## config.mk

```make
export PLATFORM = sky130hd
export DESIGN_NAME = utf8_decoder_with_position_flat
export DESIGN_NICKNAME = d
export VERILOG_FILES = /design/src/design/utf8p_pkg.sv /design/src/design/utf8p_if.sv /design/src/design/utf8p_decode.sv /design/src/design/utf8p_emit.sv /design/src/design/utf8_decoder_with_position.sv /design/src/flat_wrapper.sv
export SDC_FILE = /design/constraint.sdc
export NUM_CORES = 1
export LEC_CHECK = 0
export BUFFER_PORTS_ARGS = -buffer_cell sky130_fd_sc_hd__clkbuf_2
export CORE_UTILIZATION = 50
export CTS_BUF_LIST = sky130_fd_sc_hd__clkbuf_8
export CTS_CLUSTER_DIAMETER = 80
export DETAILED_ROUTE_END_ITERATION = 10
export GPL_ROUTABILITY_DRIVEN = 0
export GPL_TIMING_DRIVEN = 0
export HOLD_SLACK_MARGIN = 0.1
export PLACE_DENSITY = 0.7
export SYNTH_ARGS = -nofsm -noshare
export SYNTH_HDL_FRONTEND = slang
export SYNTH_HIERARCHICAL = 1
export SYNTH_SLANG_ARGS = --single-unit
```

## constraint.sdc

```tcl
create_clock -name i_clk -period 9.7 [get_ports i_clk]
set_input_delay 0.485 -clock i_clk [delete_from_list [all_inputs] [get_ports i_clk]]
set_output_delay 0.485 -clock i_clk [all_outputs]
set_load 0.02 [all_outputs]
```

## src/design/utf8p_pkg.sv

```systemverilog
// Types, constants and helpers for the UTF-8 decoder with position tracking.
package utf8p_pkg;

    localparam int CP_W  = 21;
    localparam int CNT_W = 32;

    localparam logic [CP_W-1:0]  REPL_CP    = 21'h00FFFD;
    localparam logic [CP_W-1:0]  NEWLINE_CP = 21'h00000A;
    localparam logic [CP_W-1:0]  MIN_CP_2   = 21'h000080;
    localparam logic [CP_W-1:0]  MIN_CP_3   = 21'h000800;
    localparam logic [CP_W-1:0]  MIN_CP_4   = 21'h010000;
    localparam logic [CP_W-1:0]  MAX_CP     = 21'h10FFFF;
    localparam logic [CNT_W-1:0] CNT_MAX    = 32'hFFFF_FFFF;
    localparam logic [CNT_W-1:0] CNT_ONE    = 32'd1;

    // Sequence lengths held in the needed-length register
    localparam logic [2:0] LEN_NONE  = 3'd0;
    localparam logic [2:0] LEN_TWO   = 3'd2;
    localparam logic [2:0] LEN_THREE = 3'd3;
    localparam logic [2:0] LEN_FOUR  = 3'd4;

    typedef enum logic [2:0] {
        LEAD_ASCII,
        LEAD_TWO,
        LEAD_THREE,
        LEAD_FOUR,
        LEAD_BAD
    } t_lead;

    // Head result offered by the decoder to the output stage
    typedef struct packed {
        logic            vld;
        logic [CP_W-1:0] cp;
        logic            last;
    } t_head;

    // Classify a byte taken as the start of a sequence
    function automatic t_lead classify_lead(input logic [7:0] b);
        t_lead k;
        case (b) inside
            [8'h00:8'h7F]: k = LEAD_ASCII;
            [8'hC0:8'hDF]: k = LEAD_TWO;
            [8'hE0:8'hEF]: k = LEAD_THREE;
            [8'hF0:8'hF7]: k = LEAD_FOUR;
            default:       k = LEAD_BAD;
        endcase
        return k;
    endfunction

endpackage

```

## src/design/utf8p_if.sv

```systemverilog
// Valid/ready channel interfaces for the byte input and the code point output.
interface utf8p_in_if import utf8p_pkg::*; ();
    logic       valid;
    logic       ready;
    logic [7:0] data_byte;
    logic       end_of_text;

    modport source (output valid, data_byte, end_of_text, input ready);
    modport sink   (input valid, data_byte, end_of_text, output ready);
endinterface

interface utf8p_out_if import utf8p_pkg::*; ();
    logic             valid;
    logic             ready;
    logic [CP_W-1:0]  code_point;
    logic [CNT_W-1:0] line_number;
    logic [CNT_W-1:0] column_number;
    logic             error_seen;
    logic             last_of_run;

    modport source (output valid, code_point, line_number, column_number, error_seen,
                    last_of_run, input ready);
    modport sink   (input valid, code_point, line_number, column_number, error_seen,
                    last_of_run, output ready);
endinterface

```

## src/design/utf8p_decode.sv

```systemverilog
// Byte decoder: sequence state and the run register of pending results.
module utf8p_decode import utf8p_pkg::*; (
    input  logic       i_clk,
    input  logic       i_rst_n,
    utf8p_in_if.sink   i_data_ch,
    input  logic       i_take,
    output t_head      o_head
);

    // Sequence state
    logic [1:0]       r_hc, n_hc;
    logic [2:0]       r_nl, n_nl;
    logic [7:0]       r_held [3];
    logic [7:0]       n_held [3];

    // Run register: replacement count, then an optional tail code point
    logic [2:0]       r_rep, n_rep;
    logic             r_tail_vld, n_tail_vld;
    logic [CP_W-1:0]  r_tail_cp, n_tail_cp;

    logic             accept;
    logic             pop;
    logic [7:0]       b;
    logic             is_cont;
    logic             do_lead;
    t_lead            lead;
    logic [CP_W-1:0]  seq_cp;
    logic             seq_ok;

    assign b       = i_data_ch.data_byte;
    assign is_cont = (b[7:6] == 2'b10);
    assign lead    = classify_lead(b);

    // Head of the run: replacements first, then the tail
    always_comb begin
        o_head.vld  = (r_rep != 3'd0) || r_tail_vld;
        o_head.cp   = (r_rep != 3'd0) ? REPL_CP : r_tail_cp;
        o_head.last = ((r_rep == 3'd1) && !r_tail_vld) || ((r_rep == 3'd0) && r_tail_vld);
    end

    assign pop             = o_head.vld && i_take;
    assign i_data_ch.ready = !o_head.vld || (pop && o_head.last);
    assign accept          = i_data_ch.valid && i_data_ch.ready;

    // Assemble and range-check a completed sequence
    always_comb begin
        case (r_nl)
            LEN_TWO: begin
                seq_cp = {10'd0, r_held[0][4:0], b[5:0]};
                seq_ok = (seq_cp >= MIN_CP_2);
            end
            LEN_THREE: begin
                seq_cp = {5'd0, r_held[0][3:0], r_held[1][5:0], b[5:0]};
                seq_ok = (seq_cp >= MIN_CP_3);
            end
            default: begin
                seq_cp = {r_held[0][2:0], r_held[1][5:0], r_held[2][5:0], b[5:0]};
                seq_ok = (seq_cp >= MIN_CP_4) && (seq_cp <= MAX_CP);
            end
        endcase
    end

    // Next sequence state and the results this byte causes
    always_comb begin
        n_hc       = r_hc;
        n_nl       = r_nl;
        n_held     = r_held;
        n_rep      = 3'd0;
        n_tail_vld = 1'b0;
        n_tail_cp  = b[7:0] == 8'd0 ? '0 : {13'd0, b};
        do_lead    = 1'b0;

        if (r_hc == 2'd0) begin
            do_lead = 1'b1;
        end else if (is_cont) begin
            if ({1'b0, r_hc} + 3'd1 >= r_nl) begin
                if (seq_ok) begin
                    n_tail_vld = 1'b1;
                    n_tail_cp  = seq_cp;
                end else begin
                    n_rep = r_nl;
                end
                n_hc = 2'd0;
                n_nl = LEN_NONE;
            end else begin
                n_held[r_hc] = b;
                n_hc         = r_hc + 2'd1;
            end
        end else begin
            // interrupted: one replacement per held byte, then b is a new lead
            n_rep   = {1'b0, r_hc};
            n_hc    = 2'd0;
            n_nl    = LEN_NONE;
            do_lead = 1'b1;
        end

        if (do_lead) begin
            case (lead)
                LEAD_ASCII: begin
                    n_tail_vld = 1'b1;
                    n_tail_cp  = {13'd0, b};
                end
                LEAD_BAD: begin
                    n_tail_vld = 1'b1;
                    n_tail_cp  = REPL_CP;
                end
                LEAD_TWO: begin
                    n_held[0] = b;
                    n_hc      = 2'd1;
                    n_nl      = LEN_TWO;
                end
                LEAD_THREE: begin
                    n_held[0] = b;
                    n_hc      = 2'd1;
                    n_nl      = LEN_THREE;
                end
                default: begin
                    n_held[0] = b;
                    n_hc      = 2'd1;
                    n_nl      = LEN_FOUR;
                end
            endcase
        end

        // end of text flushes whatever is still held
        if (i_data_ch.end_of_text && (n_hc != 2'd0)) begin
            n_rep = n_rep + {1'b0, n_hc};
            n_hc  = 2'd0;
            n_nl  = LEN_NONE;
        end
    end

    // Sequence state and run control
    always_ff @(posedge i_clk) begin
        if (!i_rst_n) begin
            r_hc       <= 2'd0;
            r_nl       <= LEN_NONE;
            r_rep      <= 3'd0;
            r_tail_vld <= 1'b0;
        end else if (accept) begin
            r_hc       <= n_hc;
            r_nl       <= n_nl;
            r_rep      <= n_rep;
            r_tail_vld <= n_tail_vld;
        end else if (pop) begin
            if (r_rep != 3'd0) begin
                r_rep <= r_rep - 3'd1;
            end else begin
                r_tail_vld <= 1'b0;
            end
        end
    end

    // Payload: held bytes and tail value
    always_ff @(posedge i_clk) begin
        if (accept) begin
            r_held    <= n_held;
            r_tail_cp <= n_tail_cp;
        end
    end

endmodule

```

## src/design/utf8p_emit.sv

```systemverilog
// Output stage: result register with line, column and sticky error tracking.
module utf8p_emit import utf8p_pkg::*; (
    input  logic       i_clk,
    input  logic       i_rst_n,
    input  t_head      i_head,
    output logic       o_take,
    utf8p_out_if.source o_result_ch
);

    logic             r_out_vld;
    logic [CP_W-1:0]  r_cp;
    logic [CNT_W-1:0] r_out_line, r_out_col;
    logic             r_out_err;
    logic             r_out_last;

    logic [CNT_W-1:0] r_line, n_line;
    logic [CNT_W-1:0] r_col, n_col;
    logic             r_err, n_err;
    logic             load;

    assign o_take = !r_out_vld || o_result_ch.ready;
    assign load   = o_take && i_head.vld;

    // Position and error flag after this result
    always_comb begin
        n_err  = r_err || (i_head.cp == REPL_CP);
        n_line = r_line;
        n_col  = r_col;
        if (i_head.cp == NEWLINE_CP) begin
            if (r_line != CNT_MAX) begin
                n_line = r_line + CNT_ONE;
            end
            n_col = CNT_ONE;
        end else if (r_col != CNT_MAX) begin
            n_col = r_col + CNT_ONE;
        end
    end

    // Control: valid flag and running counters
    always_ff @(posedge i_clk) begin
        if (!i_rst_n) begin
            r_out_vld <= 1'b0;
            r_line    <= CNT_ONE;
            r_col     <= CNT_ONE;
            r_err     <= 1'b0;
        end else begin
            if (o_take) begin
                r_out_vld <= i_head.vld;
            end
            if (load) begin
                r_line <= n_line;
                r_col  <= n_col;
                r_err  <= n_err;
            end
        end
    end

    // Result payload
    always_ff @(posedge i_clk) begin
        if (load) begin
            r_cp       <= i_head.cp;
            r_out_line <= r_line;
            r_out_col  <= r_col;
            r_out_err  <= n_err;
            r_out_last <= i_head.last;
        end
    end

    assign o_result_ch.valid         = r_out_vld;
    assign o_result_ch.code_point    = r_cp;
    assign o_result_ch.line_number   = r_out_line;
    assign o_result_ch.column_number = r_out_col;
    assign o_result_ch.error_seen    = r_out_err;
    assign o_result_ch.last_of_run   = r_out_last;

endmodule

```

## src/design/utf8_decoder_with_position.sv

```systemverilog
// A byte's results go from the decoder's run register into the output register, from which
// they are transferred. Throughput: one byte per cycle while each byte gives at most one
// result and the output is not stalled; a byte that gives several results (up to four)
// holds the input until the one-result-per-cycle output register has taken its last one.
// Bytes that only extend a sequence give no result.
// Reset (synchronous, active low) clears the sequence state and the pending results,
// sets line and column to one and clears the error flag; held bytes are not reset.
module utf8_decoder_with_position import utf8p_pkg::*; (
    input  logic        i_clk,
    input  logic        i_rst_n,
    utf8p_in_if.sink    i_data_ch,
    utf8p_out_if.source o_result_ch
);

    t_head head;
    logic  take;

    // Decode bytes into runs of results
    utf8p_decode u_decode (
        .i_clk     (i_clk),
        .i_rst_n   (i_rst_n),
        .i_data_ch (i_data_ch),
        .i_take    (take),
        .o_head    (head)
    );

    // Tag results with position and error flag
    utf8p_emit u_emit (
        .i_clk       (i_clk),
        .i_rst_n     (i_rst_n),
        .i_head      (head),
        .o_take      (take),
        .o_result_ch (o_result_ch)
    );

endmodule

```

## src/flat_wrapper.sv

```systemverilog
// flat-port wrapper written by rule: the top's interface ports become plain ports
module utf8_decoder_with_position_flat import utf8p_pkg::*;
  (i_clk, i_rst_n, i_data_ch_valid, i_data_ch_data_byte, i_data_ch_end_of_text, i_data_ch_ready, o_result_ch_valid, o_result_ch_code_point, o_result_ch_line_number, o_result_ch_column_number, o_result_ch_error_seen, o_result_ch_last_of_run, o_result_ch_ready);
  utf8p_in_if i_data_ch_i ();
  utf8p_out_if o_result_ch_i ();
  input  logic i_clk;
  input  logic i_rst_n;
  input wire logic [$bits(i_data_ch_i.valid)-1:0] i_data_ch_valid;
  input wire logic [$bits(i_data_ch_i.data_byte)-1:0] i_data_ch_data_byte;
  input wire logic [$bits(i_data_ch_i.end_of_text)-1:0] i_data_ch_end_of_text;
  output wire logic [$bits(i_data_ch_i.ready)-1:0] i_data_ch_ready;
  output wire logic [$bits(o_result_ch_i.valid)-1:0] o_result_ch_valid;
  output wire logic [$bits(o_result_ch_i.code_point)-1:0] o_result_ch_code_point;
  output wire logic [$bits(o_result_ch_i.line_number)-1:0] o_result_ch_line_number;
  output wire logic [$bits(o_result_ch_i.column_number)-1:0] o_result_ch_column_number;
  output wire logic [$bits(o_result_ch_i.error_seen)-1:0] o_result_ch_error_seen;
  output wire logic [$bits(o_result_ch_i.last_of_run)-1:0] o_result_ch_last_of_run;
  input wire logic [$bits(o_result_ch_i.ready)-1:0] o_result_ch_ready;
  assign i_data_ch_i.valid = i_data_ch_valid;
  assign i_data_ch_i.data_byte = i_data_ch_data_byte;
  assign i_data_ch_i.end_of_text = i_data_ch_end_of_text;
  assign i_data_ch_ready = i_data_ch_i.ready;
  assign o_result_ch_valid = o_result_ch_i.valid;
  assign o_result_ch_code_point = o_result_ch_i.code_point;
  assign o_result_ch_line_number = o_result_ch_i.line_number;
  assign o_result_ch_column_number = o_result_ch_i.column_number;
  assign o_result_ch_error_seen = o_result_ch_i.error_seen;
  assign o_result_ch_last_of_run = o_result_ch_i.last_of_run;
  assign o_result_ch_i.ready = o_result_ch_ready;
  utf8_decoder_with_position u_core (.i_clk(i_clk), .i_rst_n(i_rst_n), .i_data_ch(i_data_ch_i), .o_result_ch(o_result_ch_i));
endmodule
```

==> Yosys cells after proc, flatten, opt, wreduce, memory -nomap -nowiden <==
Cells that the tools add are included.
{ "totals": {"register_bits": 207, "input_bits": 13, "output_inout_bits": 89, "elab_cells": 143} }
{ "op_classes": {"add_sub_neg": 6, "order_cmp": 15, "n_eq_ne": 12, "mux": 55, "bitwise": 3, "n_reduce_logical": 35} }
{ "ops": {"columns": ["cell", "n"], "rows": [
  ["21-bit 2-to-1 mux", 6],
  ["21-bit one-hot mux with 2 select lines", 2],
  ["24-bit 2-to-1 mux", 3],
  ["32-bit by 1-bit adder with 32-bit output (second input constant)", 2],
  ["32-bit 2-to-1 mux", 2],
  ["32-bit inequality test (second input constant)", 2],
  ["3-bit 2-to-1 mux", 17],
  ["8-bit 2-to-1 mux", 4],
  ["24-bit bitwise mux", 1],
  ["8-bit greater-or-equal comparator (second input constant)", 3],
  ["8-bit less-or-equal comparator (second input constant)", 3],
  ["21-bit by 16-bit == test with 1-bit output (second input constant)", 1],
  ["21-bit by 4-bit == test with 1-bit output (second input constant)", 1],
  ["21-bit by 17-bit greater-or-equal comparator with 1-bit output (second input constant)", 1],
  ["21-bit less-or-equal comparator (second input constant)", 1],
  ["8-bit demux with 2-bit select", 1],
  ["16-bit by 12-bit greater-or-equal comparator with 1-bit output (second input constant)", 1],
  ["1-bit logical AND", 12],
  ["2-bit 2-to-1 mux", 6],
  ["11-bit by 8-bit greater-or-equal comparator with 1-bit output (second input constant)", 1],
  ["1-bit 2-to-1 mux", 11],
  ["3-bit by 2-bit == test with 1-bit output (second input constant)", 3],
  ["3-bit one-hot mux with 3 select lines", 1],
  ["8-bit by 1-bit greater-or-equal comparator with 1-bit output (second input constant)", 1],
  ["26 further kinds", 40]
]} }

==> Logic depth before layout (Yosys ltp) <==
Gate-level depths: netlist of run 1.
{ "logic_depth": {"ltp_word": 14, "ltp_mapped": 12, "depth_no_buf": 12} }

==> Hierarchy <==
Netlist of run 1, hierarchy kept.
{ "modules_own_cells": {"columns": ["module", "instances", "cells_each", "area_each_um2", "seq_area_each_um2"], "rows": [
  ["utf8p_emit", 1, 518, 6323.6, 3933.8],
  ["utf8p_decode", 1, 252, 2603.7, 1321.3]
]} }

==> Worst setup path before layout of run 1 <==
OpenSTA, ideal clock, no wires.
{ "synth_path": {"path_type": "reg-to-reg", "from": "register u_core.u_decode.r_rep[0]", "to": "register u_core.u_emit.r_col[13]", "setup_ns": 0.114, "t_arrival_ns": 4.803, "required_time_ns": 9.586, "slack_ns": 4.784, "path_stages_with_launch": 10, "n_path_buf": 1, "period_less_slack_ns": 4.916, "path_cell_list": "dfxtp_1 > inv_1 > ha_1 > nor2b_1 > nand2b_1 > nand2_1 > inv_1 > buf_1 > nand3_1 > o311ai_0"} }
{ "synth_lines": {"columns": ["item", "line_no", "source"], "rows": [
  ["start, declared", "utf8p_decode.sv:17", "logic [2:0] r_rep, n_rep;"],
  ["start signal, assigned", "utf8p_decode.sv:143", "r_rep <= n_rep;"],
  ["start signal, assigned", "utf8p_decode.sv:147", "r_rep <= r_rep - 3'd1;"],
  ["end signal, assigned", "utf8p_emit.sv:52", "r_col <= n_col;"],
  ["end, declared", "utf8p_emit.sv:17", "logic [CNT_W-1:0] r_col, n_col;"]
]} }

==> flow_metrics.py, run 1 <==
metrics = {
    "sta": {
        "final.setup.tns_ps": 0,
        "timing.final.crit_share_pct": 39.8,
        "period_minus_slack_ps": 3860,
        "slew_headroom_pct": 27.5,
        "final_max_slew_viol_count": 0,
        "fmax_mhz": 259,
        "hold_viol": 0,
        "fin_hold_ws_ps": 267,
        "fin_worst_skew_ps": 16.2,
        "max_slew.worst_pin.slew_ps": 1080,
        "rsz0062_at_grt": "false",
        "setup_viol": 0,
    },
    "final_layout": {
        "area_growth_pct": 13.7,
        "antenna_cells": 0,
        "final_cell_mix": "125 x edfxtp_1, 101 x clkbuf_2, 75 x dfxtp_1",
        "fill_cells": 1479,
        "drive_gt1_share_pct": 18.5,
        "nets": 919,
        "final_common_cell": "edfxtp_1",
    },
    "power": {
        "p_int_w": 0.00176,
        "powerDensity_nw_per_um2": 279,
        "p_comb_share_pct": 34.4,
        "peakVddDrop_mv": 0.192,
        "sequentialPowerShare_pct": 46.9,
        "leakage_nw": 3.78,
        "p_sw_w": 0.00107,
        "power.share.switching_pct": 37.9,
        "p_clk_share_pct": 18.7,
    },
    "grt": {
        "grt_max_degree": 46,
        "first_global_vias": 5731,
        "grt_antenna_before_repair": 0,
        "grt_usage_pct": 21.1,
        "grt_pass1_wl_mm": 29.7,
        "overflow": 0,
    },
    "detailed_routing": {
        "vias": 6470,
        "viasPerCell": 5.73,
        "detail_route.drc_violations": 0,
        "drtIter0Drc": 477,
        "wl_per_cell_um": 16.6,
        "ant_nets": 0,
        "wl_mm": 18.7,
        "dr.pass1.iters": 5,
    },
    "clock_tree": {
        "ctsResizeCount": 0,
        "cts_hold_buf": 0,
        "cts_num_sinks": 200,
        "path_clk_slew_ps": 100,
        "clk_latency_ps": 470,
        "cts_buffers": 17,
        "cts_setup_buffers": 0,
        "clockBufferDepth": 2,
        "ctsHtreeMaxLevel": 4,
        "cts-root-buf": "clkbuf_8",
        "cts_tree": "yes",
    },
    "synthesis": {
        "yosys.area.top_type": "edfxtp_1",
        "synthArstFlopShare_pct": 0,
        "avgSynthCellArea_um2": 11.6,
        "yosysWarnings": 6,
        "yosys.area.top_type_share_pct": 42.0,
        "yosys-top-cells-area": "edfxtp_1 42%, dfxtp_1 17%, and2_1 3.1%",
        "synth_edf_count": 125,
        "synth-seq-area-share_pct": 58.9,
        "syn_inst": 770,
        "synth_area_um2": 8930,
        "synth_ff_type": "edfxtp_1",
        "synth_seq_cells": 200,
        "netlist-cell-type-count": 77,
        "syn-num-nets": 797,
    },
    "die": {
        "core_um2": 17400,
        "chipWidth_um": 136,
        "ios": 102,
        "start_util_pct": 51.4,
        "die_h_um": 136,
        "design.die.area_um2": 18400,
        "std_cell_rows": 48,
    },
    "setup_path": {
        "startpoint_type": "register",
        "worst_setup_path_end_kind": "register",
        "required_ps": 10050,
        "arrival_ps": 4210,
        "ff2ff_path_depth": 12,
        "critPathMaxFanout": 10,
        "path_class": "register to register",
    },
    "place": {
        "port_buffers": 101,
        "hpwl_mm": 13.3,
    },
    "min_path": {
        "hp-class": "primary input to register",
        "holdPathStages": 1,
    },
    "run": {
        "max-cap-violations": 0,
    },
    "status": {
        "outcome": "finished, final reports clean",
    },
}
-- flip-flops by register name, summed over array words and instances (netlist names), 2 cells and up, named ones only --
name,flops
u_core/u_emit/o_result_ch.code_point,21
u_core/u_emit/o_result_ch.column_number,32
u_core/u_emit/o_result_ch.line_number,32
u_core/u_emit/r_line,32
u_core/u_decode/r_rep,3
u_core/u_decode/r_held,5
u_core/u_decode/r_tail_cp,21
u_core/u_emit/r_col,32
u_core/u_decode/r_hc,2
u_core/u_decode/r_nl,3
-- per-layer routing --
metal / GRT usage, % / part of all wire, %
met1: 29.3 / 46
met2: 32.9 / 46
met3: 3.48 / 5.2
met4: 8.61 / 2.0
met5: 0 / 0
-- power by group through the flow --
stage	Combinational, W	Sequential (W)	Clock (W)
final	0.000972	0.00133	0.000529
after global routing	0.00105	0.00135	0.000569
after CTS	0.000979	0.00133	0.000540
after detailed placement	0.000976	0.00135	0
after global placement	0.000932	0.00139	0
after floorplan	0.000411	0.00159	0
-- synth_stat cells, types with 11 or more instances --
library cell	instances
nand4_1	35
nand2_1	70
and3_1	29
edfxtp_1	125
dfxtp_1	75
ha_1	13
and4_1	11
and2_1	44
inv_1	14
nand2b_1	26
clkbuf_1	18
o21ai_0	31
nand3_1	51
xnor2_1	24
nor2_1	20
a21oi_1	23
-- worst max-delay path: stages, from the launching register on --
cell and delay (ps):
dfxtp_1 350, inv_1 90, ha_1 210, nor2b_1 420, clkbuf_1 410, nand2b_1 210
nor4_4 380, nand4_2 220, nor3_2 570, nor2b_1 290, clkbuf_1 340, nand3_1 170
o31ai_1 80
-- stage by stage --
step / instances / total power [W] / cell area, um^2 / worst slack [ps] / utilization, %
CTS: 1130 / 0.00285 / 10100 / 5860 / 58.5
detailed placement: 1098 / 0.00232 / 9760 / 5870 / 56.2
floorplan: 770 / 0.00200 / 8930 / 4780 / -
global placement: 1096 / 0.00232 / 9710 / 2990 / 56.0
finish: 1130 / 0.00283 / 10100 / 5840 / 58.5
global route: 1130 / 0.00297 / 10100 / 5400 / 58.5
-- cell families after synthesis --
| kind of cell | after synthesis | share of synthesized area, % |
|---|---|---|
| flops | 200 | 58.9 |
| simple gates | 351 | 23.9 |
| fa+ha+maj | 14 | 2.05 |
| buf+inv | 40 | 1.75 |
| xor+xnor | 26 | 2.55 |
| mux | 10 | 1.14 |
| compound gates | 129 | 9.77 |
-- path summary, 6_finish.rpt --
kind | from | to | slack, ps
setup / recovery | u_core/u_decode/r_rep[0] | u_core/u_emit/r_col[17] | 5840
hold / removal | i_data_ch_data_byte[2] | register | 270
setup reg to reg | u_core/u_decode/r_rep[0] | u_core/u_emit/r_col[17] | 5840
hold reg to reg | u_core/u_emit/r_line[11] | u_core/u_emit/o_result_ch.line_number[11] | 490
-- area by class of cell --
class / count / area, um^2 / share of cell area, %
sequential: 200 / 5260 / 51.8
multi-input combinational: 530 / 3520 / 34.6
timing repair buffer: 103 / 546 / 5.38
tap: 225 / 282 / 2.77
clock buffer: 18 / 248 / 2.44
clock inverter: 14 / 145 / 1.43
buffer: 24 / 97.6 / 0.962
inverter: 16 / 60.1 / 0.592
(Power assumes the default switching activity.)
==> inputs of run 2 (changes only) <==
Settings changed: PLACE_DENSITY 0.7 to 0.73.
Clock period 9.7 ns to 3.5 ns, I/O delays scaled along.
==> run 2 against run 1 <==
Utilization up 0.84 points. First-iteration DRC count grew 4.4%. Critical endpoint is now u_core/u_emit/r_col[10]. Clock skew is 5.4 ps lower. Non-clock buffer count grew 13. Final cell count up 1.2%. Die area unchanged. Largest cell class unchanged. Sequential cell count did not move.
==> flow_metrics.py, run 2 (synthesized netlist as in run 1, its figures left out) <==
metrics = {
    "grt": {
        "first_global_vias": 5819,
        "grt_usage_pct": 20.8,
        "grt_antenna_before_repair": 0,
        "grt_pass1_wl_mm": 29.6,
        "overflow": 0,
        "grt_max_degree": 65,
    },
    "setup_path": {
        "required_ps": 3890,
        "worst_setup_path_end_kind": "register",
        "cp-startpoint": "u_core/u_decode/r_rep[0]",
        "path_class": "register to register",
        "critPathMaxFanout": 10,
        "critPathSlowestCell": "clkbuf_1",
        "critical_path_buf_inv_count": 4,
        "slowest_delay_ps": 470,
        "arrival_ps": 3620,
        "startpoint_type": "register",
        "rr_startpoint": "u_core/u_decode/r_rep[0]",
        "cpLargestDelayFamily": "simple AND/OR/NAND/NOR gates",
        "path_cells": "inv_1, ha_1, nor2b_2, clkbuf_2, and2_1, nor4_4, nand3b_4, nor3_4, buf_4, nor2b_1, clkbuf_1, o31ai_1, nor2_1",
    },
    "detailed_routing": {
        "detail_route.drc_violations": 0,
        "wl_mm": 18.4,
        "vias": 6436,
        "viasPerCell": 5.63,
        "wl_per_cell_um": 16.1,
        "dr.pass1.iters": 5,
        "drtIter0Drc": 498,
        "ant_nets": 0,
    },
    "clock_tree": {
        "path_clk_slew_ps": 100,
        "cts_num_sinks": 200,
        "ctsHtreeMaxLevel": 4,
        "cts_buffers": 17,
        "cts-root-buf": "clkbuf_8",
        "clk_latency_ps": 460,
        "cts_tree": "yes",
        "clockBufferDepth": 2,
    },
    "place": {
        "detailed_place.area_um2": 9750,
        "port_buffers": 101,
        "hpwl_mm": 13.2,
    },
    "final_layout": {
        "fin_area_um2": 10300,
        "antenna_cells": 0,
        "fill_cells": 1445,
        "final_cell_mix": "125 x edfxtp_1, 103 x clkbuf_2, 75 x dfxtp_1",
        "final_common_cell": "edfxtp_1",
        "area_growth_pct": 15.3,
        "drive_gt1_share_pct": 19.6,
        "nets": 932,
    },
    "min_path": {
        "min_from": "i_data_ch_data_byte[6]",
        "hp-class": "primary input to register",
    },
    "die": {
        "std_cell_rows": 48,
        "chipWidth_um": 136,
        "ios": 102,
        "die_h_um": 136,
        "core_um2": 17400,
        "start_util_pct": 51.4,
        "design.die.area_um2": 18400,
    },
    "status": {
        "outcome": "finished, final reports clean",
    },
    "sta": {
        "fmax_mhz": 309,
        "hold_viol": 0,
        "rsz0062_at_grt": "false",
        "timing.final.crit_share_pct": 92.3,
        "slew_headroom_pct": 27.4,
        "max_slew.worst_pin.slew_ps": 1080,
        "setup_viol": 0,
        "fin_worst_skew_ps": 10.8,
        "fin_hold_ws_ps": 148,
        "final_max_slew_viol_count": 0,
        "period_minus_slack_ps": 3230,
    },
    "power": {
        "powerDensity_nw_per_um2": 756,
        "peakVddDrop_mv": 0.457,
        "leakage_nw": 3.84,
    },
    "run": {
        "max-cap-violations": 0,
    },
}
-- run 2: worst register-to-register path: stages (launching register included) --
cell	delay, ps
dfxtp_1	350
inv_1	80
ha_1	250
nor2b_2	310
clkbuf_2	250
and2_1	220
nor4_4	70
nand3b_4	190
nor3_4	60
buf_4	150
nor2b_1	430
clkbuf_1	480
o31ai_1	180
nor2_1	130
-- run 2: area by class of cell --
class | instances | area (um^2) | area share [%]
multi-input combinational | 530 | 3550 | 34.5
clock buffer | 18 | 248 | 2.41
inverter | 16 | 60.1 | 0.583
clock inverter | 14 | 136 | 1.32
tap | 225 | 282 | 2.73
timing repair buffer | 116 | 658 | 6.39
buffer | 24 | 103 | 0.997
sequential | 200 | 5260 | 51.1
-- run 2: path summary, 6_finish.rpt --
kind / endpoint / slack [ps] / cells after the start
hold / removal: u_core/u_decode/r_tail_cp[6] / 150 / 3
setup reg to reg: u_core/u_emit/r_col[10] / 270 / 13
hold reg to reg: u_core/u_emit/o_result_ch.line_number[11] / 480 / 0
setup / recovery: u_core/u_emit/r_col[10] / 270 / 13
-- run 2: what timing repair did --
action,CTS,global route
resized for setup,5,6
hold buffers,8,0
gates cloned,0,0
endpoints found under the setup margin,44,46
hold endpoints to repair,24,0
pin swaps,2,1
setup buffers,6,0
-- run 2: report_power, final --
part           internal, W  total (W)  leakage, nW  switching [W]
logic             0.000732    0.00271         1.81        0.00198
registers          0.00342    0.00367         1.83       0.000244
clock network     0.000646    0.00141        0.196       0.000764
total              0.00480    0.00779         3.84        0.00298
-- run 2: per-layer routing --
metal	vias up	share of wire, %	GRT usage [%]
met5	-	0	0
met4	0	1.4	7.24
met3	20	4.8	3.78
met2	192	48	32.7
met1	3054	46	28.8
li1	3170	-	-
-- run 2: per-stage QoR --
stage / setup slack, ps / std cells / total power, W / TNS [ps] / util [%]
5_1_grt: 18.7 / 1143 / 0.00820 / 0 / 59.3
6_report: 268 / 1143 / 0.00779 / 0 / 59.3
4_1_cts: 25.7 / 1143 / 0.00785 / 0 / 59.2
3_3_place_gp: -1060 / 1096 / 0.00636 / -42280 / 56.0
3_5_place_dp: -353 / 1097 / 0.00643 / -7050 / 56.1
2_1_floorplan: 26.7 / 770 / 0.00550 / 0 / -
==> inputs of run 3 (changes only) <==
Settings changed: SYNTH_HIERARCHICAL 1 to unset.
==> run 3 against run 2 <==
Sequential cell count is the same. Design area shrank 4.4%. Hold slack gained 35 ps. Total power shrank 2.8%. Combinational power shrank 10%. Maximum frequency shrank 1.1%. Clock skew grew 6.0 ps. Non-clock buffer count shrank 2. Count of clock-buffer cells in the layout is the same. Via count shrank 7.3%. Critical path type unchanged. Largest power group unchanged.
==> flow_metrics.py, run 3 <==
metrics = {
    "status": {
        "outcome": "finished, final reports clean",
    },
    "power": {
        "peakVddDrop_mv": 0.336,
        "sequentialPowerShare_pct": 49.2,
        "power.share.switching_pct": 36.6,
        "leakage_nw": 3.58,
        "p_comb_share_pct": 32.1,
        "p_clk_share_pct": 18.8,
        "p_sw_w": 0.00277,
        "p_int_w": 0.00480,
        "powerDensity_nw_per_um2": 770,
    },
    "sta": {
        "final_max_slew_viol_count": 0,
        "fin_worst_skew_ps": 16.8,
        "setup_viol": 0,
        "slew_headroom_pct": 24.3,
        "max_slew.worst_pin.slew_ps": 1120,
        "worst_slack_ps": 231,
        "final.setup.tns_ps": 0,
        "timing.final.crit_share_pct": 93.4,
        "hold_viol": 0,
        "period_minus_slack_ps": 3270,
        "rsz0062_at_grt": "false",
        "fmax_mhz": 306,
    },
    "synthesis": {
        "synth_most_common_cell": "edfxtp_1",
        "synth-seq-area-share_pct": 61.5,
        "yosysWarnings": 0,
        "synth_area_um2": 8540,
        "avgSynthCellArea_um2": 11.7,
        "yosys.area.top_type_share_pct": 44.0,
        "yosys-top-cells-count": "125 x edfxtp_1, 75 x dfxtp_1, 55 x nor2_1",
        "synth_seq_cells": 200,
        "syn-num-nets": 759,
        "synthArstFlopShare_pct": 0,
        "yosys-top-cells-area": "edfxtp_1 44%, dfxtp_1 18%, nor2_1 2.4%",
        "netlist-cell-type-count": 60,
        "synth_edf_count": 125,
        "yosys.area.top_type": "edfxtp_1",
        "syn_inst": 732,
        "synth_ff_type": "edfxtp_1",
    },
    "setup_path": {
        "critPathMaxFanout": 8,
        "rr_startpoint": "u_core.u_decode.r_hc[0]",
        "slowest_delay_ps": 500,
        "path_class": "register to register",
        "startpoint_type": "register",
        "required_ps": 3870,
        "reg2reg_slack_ps": 230,
        "arrival_ps": 3630,
        "critPathMostFrequentCell": "ha_1",
        "critPathSlowestCell": "dfxtp_1",
        "ff2ff_path_depth": 12,
        "worst_setup_path_end_kind": "register",
        "r2r-end": "u_core.u_decode.r_rep[2]",
        "path_cells": "inv_1, ha_1, ha_1, a21oi_1, o21ai_0, o21ai_0, a21oi_1, ha_1, fa_1, o211ai_1, a311oi_1, a31o_2",
    },
    "run": {
        "max-cap-violations": 0,
    },
    "clock_tree": {
        "path_clk_slew_ps": 100,
        "ctsHtreeMaxLevel": 4,
        "clockBufferDepth": 2,
        "clk_latency_ps": 470,
        "cts-root-buf": "clkbuf_8",
        "cts_setup_buffers": 0,
        "cts_num_sinks": 200,
        "cts_buffers": 17,
        "cts_tree": "yes",
    },
    "final_layout": {
        "fill_cells": 1346,
        "final_cell_mix": "125 x edfxtp_1, 101 x clkbuf_2, 75 x dfxtp_1",
        "area_growth_pct": 15.2,
        "nets": 890,
        "fin_area_um2": 9840,
        "drive_gt1_share_pct": 17.5,
        "instances_no_fill": 1096,
        "final_common_cell": "edfxtp_1",
        "antenna_cells": 0,
        "utilization_pct": 59.1,
    },
    "die": {
        "chipWidth_um": 133,
        "design.die.area_um2": 17600,
        "core_um2": 16600,
        "ios": 102,
        "std_cell_rows": 47,
        "start_util_pct": 51.3,
        "die_h_um": 133,
    },
    "min_path": {
        "hp-class": "primary input to register",
        "holdPathStages": 4,
        "min_from": "i_rst_n",
        "worstHoldEndpoint": "u_core.u_emit.r_line[6]",
    },
    "grt": {
        "overflow": 0,
        "grt_max_degree": 41,
        "grt_antenna_before_repair": 0,
        "first_global_vias": 5529,
        "grt_pass1_wl_mm": 27.7,
        "grt_usage_pct": 20.2,
    },
    "detailed_routing": {
        "drtIter0Drc": 490,
        "dr.pass1.iters": 5,
        "wl_mm": 17.1,
        "wl_per_cell_um": 15.6,
        "ant_nets": 0,
        "viasPerCell": 5.44,
        "vias": 5965,
        "detail_route.drc_violations": 0,
    },
    "place": {
        "dp_cells": 1055,
        "dp_slack_ps": 208,
        "hpwl_mm": 12.3,
        "port_buffers": 101,
        "detailed_place.area_um2": 9360,
    },
}
run 3: kinds of logic after synthesis:
logic type               after synthesis  synth area share [%]
AND/OR/NAND/NOR                      323                  21.1
flip-flops                           200                  61.5
AO/OA/AOI/OAI                         96                  7.24
buffers and inverters                 45                  2.17
XOR/XNOR                              38                  3.90
multiplexers                          16                  1.95
adder cells (fa/ha/maj)               14                  2.14
run 3: repair_timing:
item,CTS,global route
setup endpoints to repair,0,2
hold buffers,9,0
gates resized for setup,0,1
endpoints found under the hold margin,24,0
run 3: power by group through the flow:
stage	Combinational [W]	Clock, W	Sequential, W
after floorplan	0.000920	0	0.00441
after global placement	0.00234	0	0.00382
after detailed placement	0.00244	0	0.00379
after CTS	0.00246	0.00145	0.00373
after global routing	0.00262	0.00154	0.00379
final	0.00243	0.00142	0.00372
run 3: final cells by class:
cell class,count,area [um^2],share of cell area [%]
well taps,220,275,2.80
inverters,19,75.1,0.763
flip-flops and latches,200,5260,53.4
clock inverters,14,134,1.36
multi-input cells,487,3100,31.5
clock buffers,18,248,2.52
repair buffers,112,636,6.46
plain buffers,26,114,1.16
run 3: worst max-delay path by stage:
stage,to,startpoint,slack (ps)
floorplan,u_core.u_emit.r_col[10],u_core.u_decode.r_rep[0],250
global placement,u_core.u_emit.r_col[10],u_core.u_decode.r_rep[0],-830
detailed placement,u_core.u_decode.r_rep[2],u_core.u_decode.r_hc[0],210
CTS,u_core.u_decode.r_rep[2],u_core.u_decode.r_hc[0],170
global route,u_core.u_emit.r_col[3],u_core.u_decode.r_rep[0],20
finish,u_core.u_decode.r_rep[2],u_core.u_decode.r_hc[0],230
run 3: critical path, delay by kind of cell (launching register included):
kind	cells	cell delay (ps)
AO/OA/AOI/OAI	7	1460
adder cells (fa/ha/maj)	4	1090
flip-flops	1	500
buffers and inverters	1	110
run 3: routing by layer:
metal / track usage (%) / up-vias / part of all wire (%)
li1: - / 2977 / -
met1: 27.2 / 2819 / 46
met2: 32.5 / 149 / 48
met3: 4.18 / 20 / 4.0
met4: 6.83 / 0 / 1.4
met5: 0 / - / 0
run 3: metrics by stage:
step	hold WS [ps]	total power [W]
finish	183	0.00757
floorplan	274	0.00533
global placement	414	0.00616
detailed placement	422	0.00623
CTS	150	0.00764
global route	208	0.00795
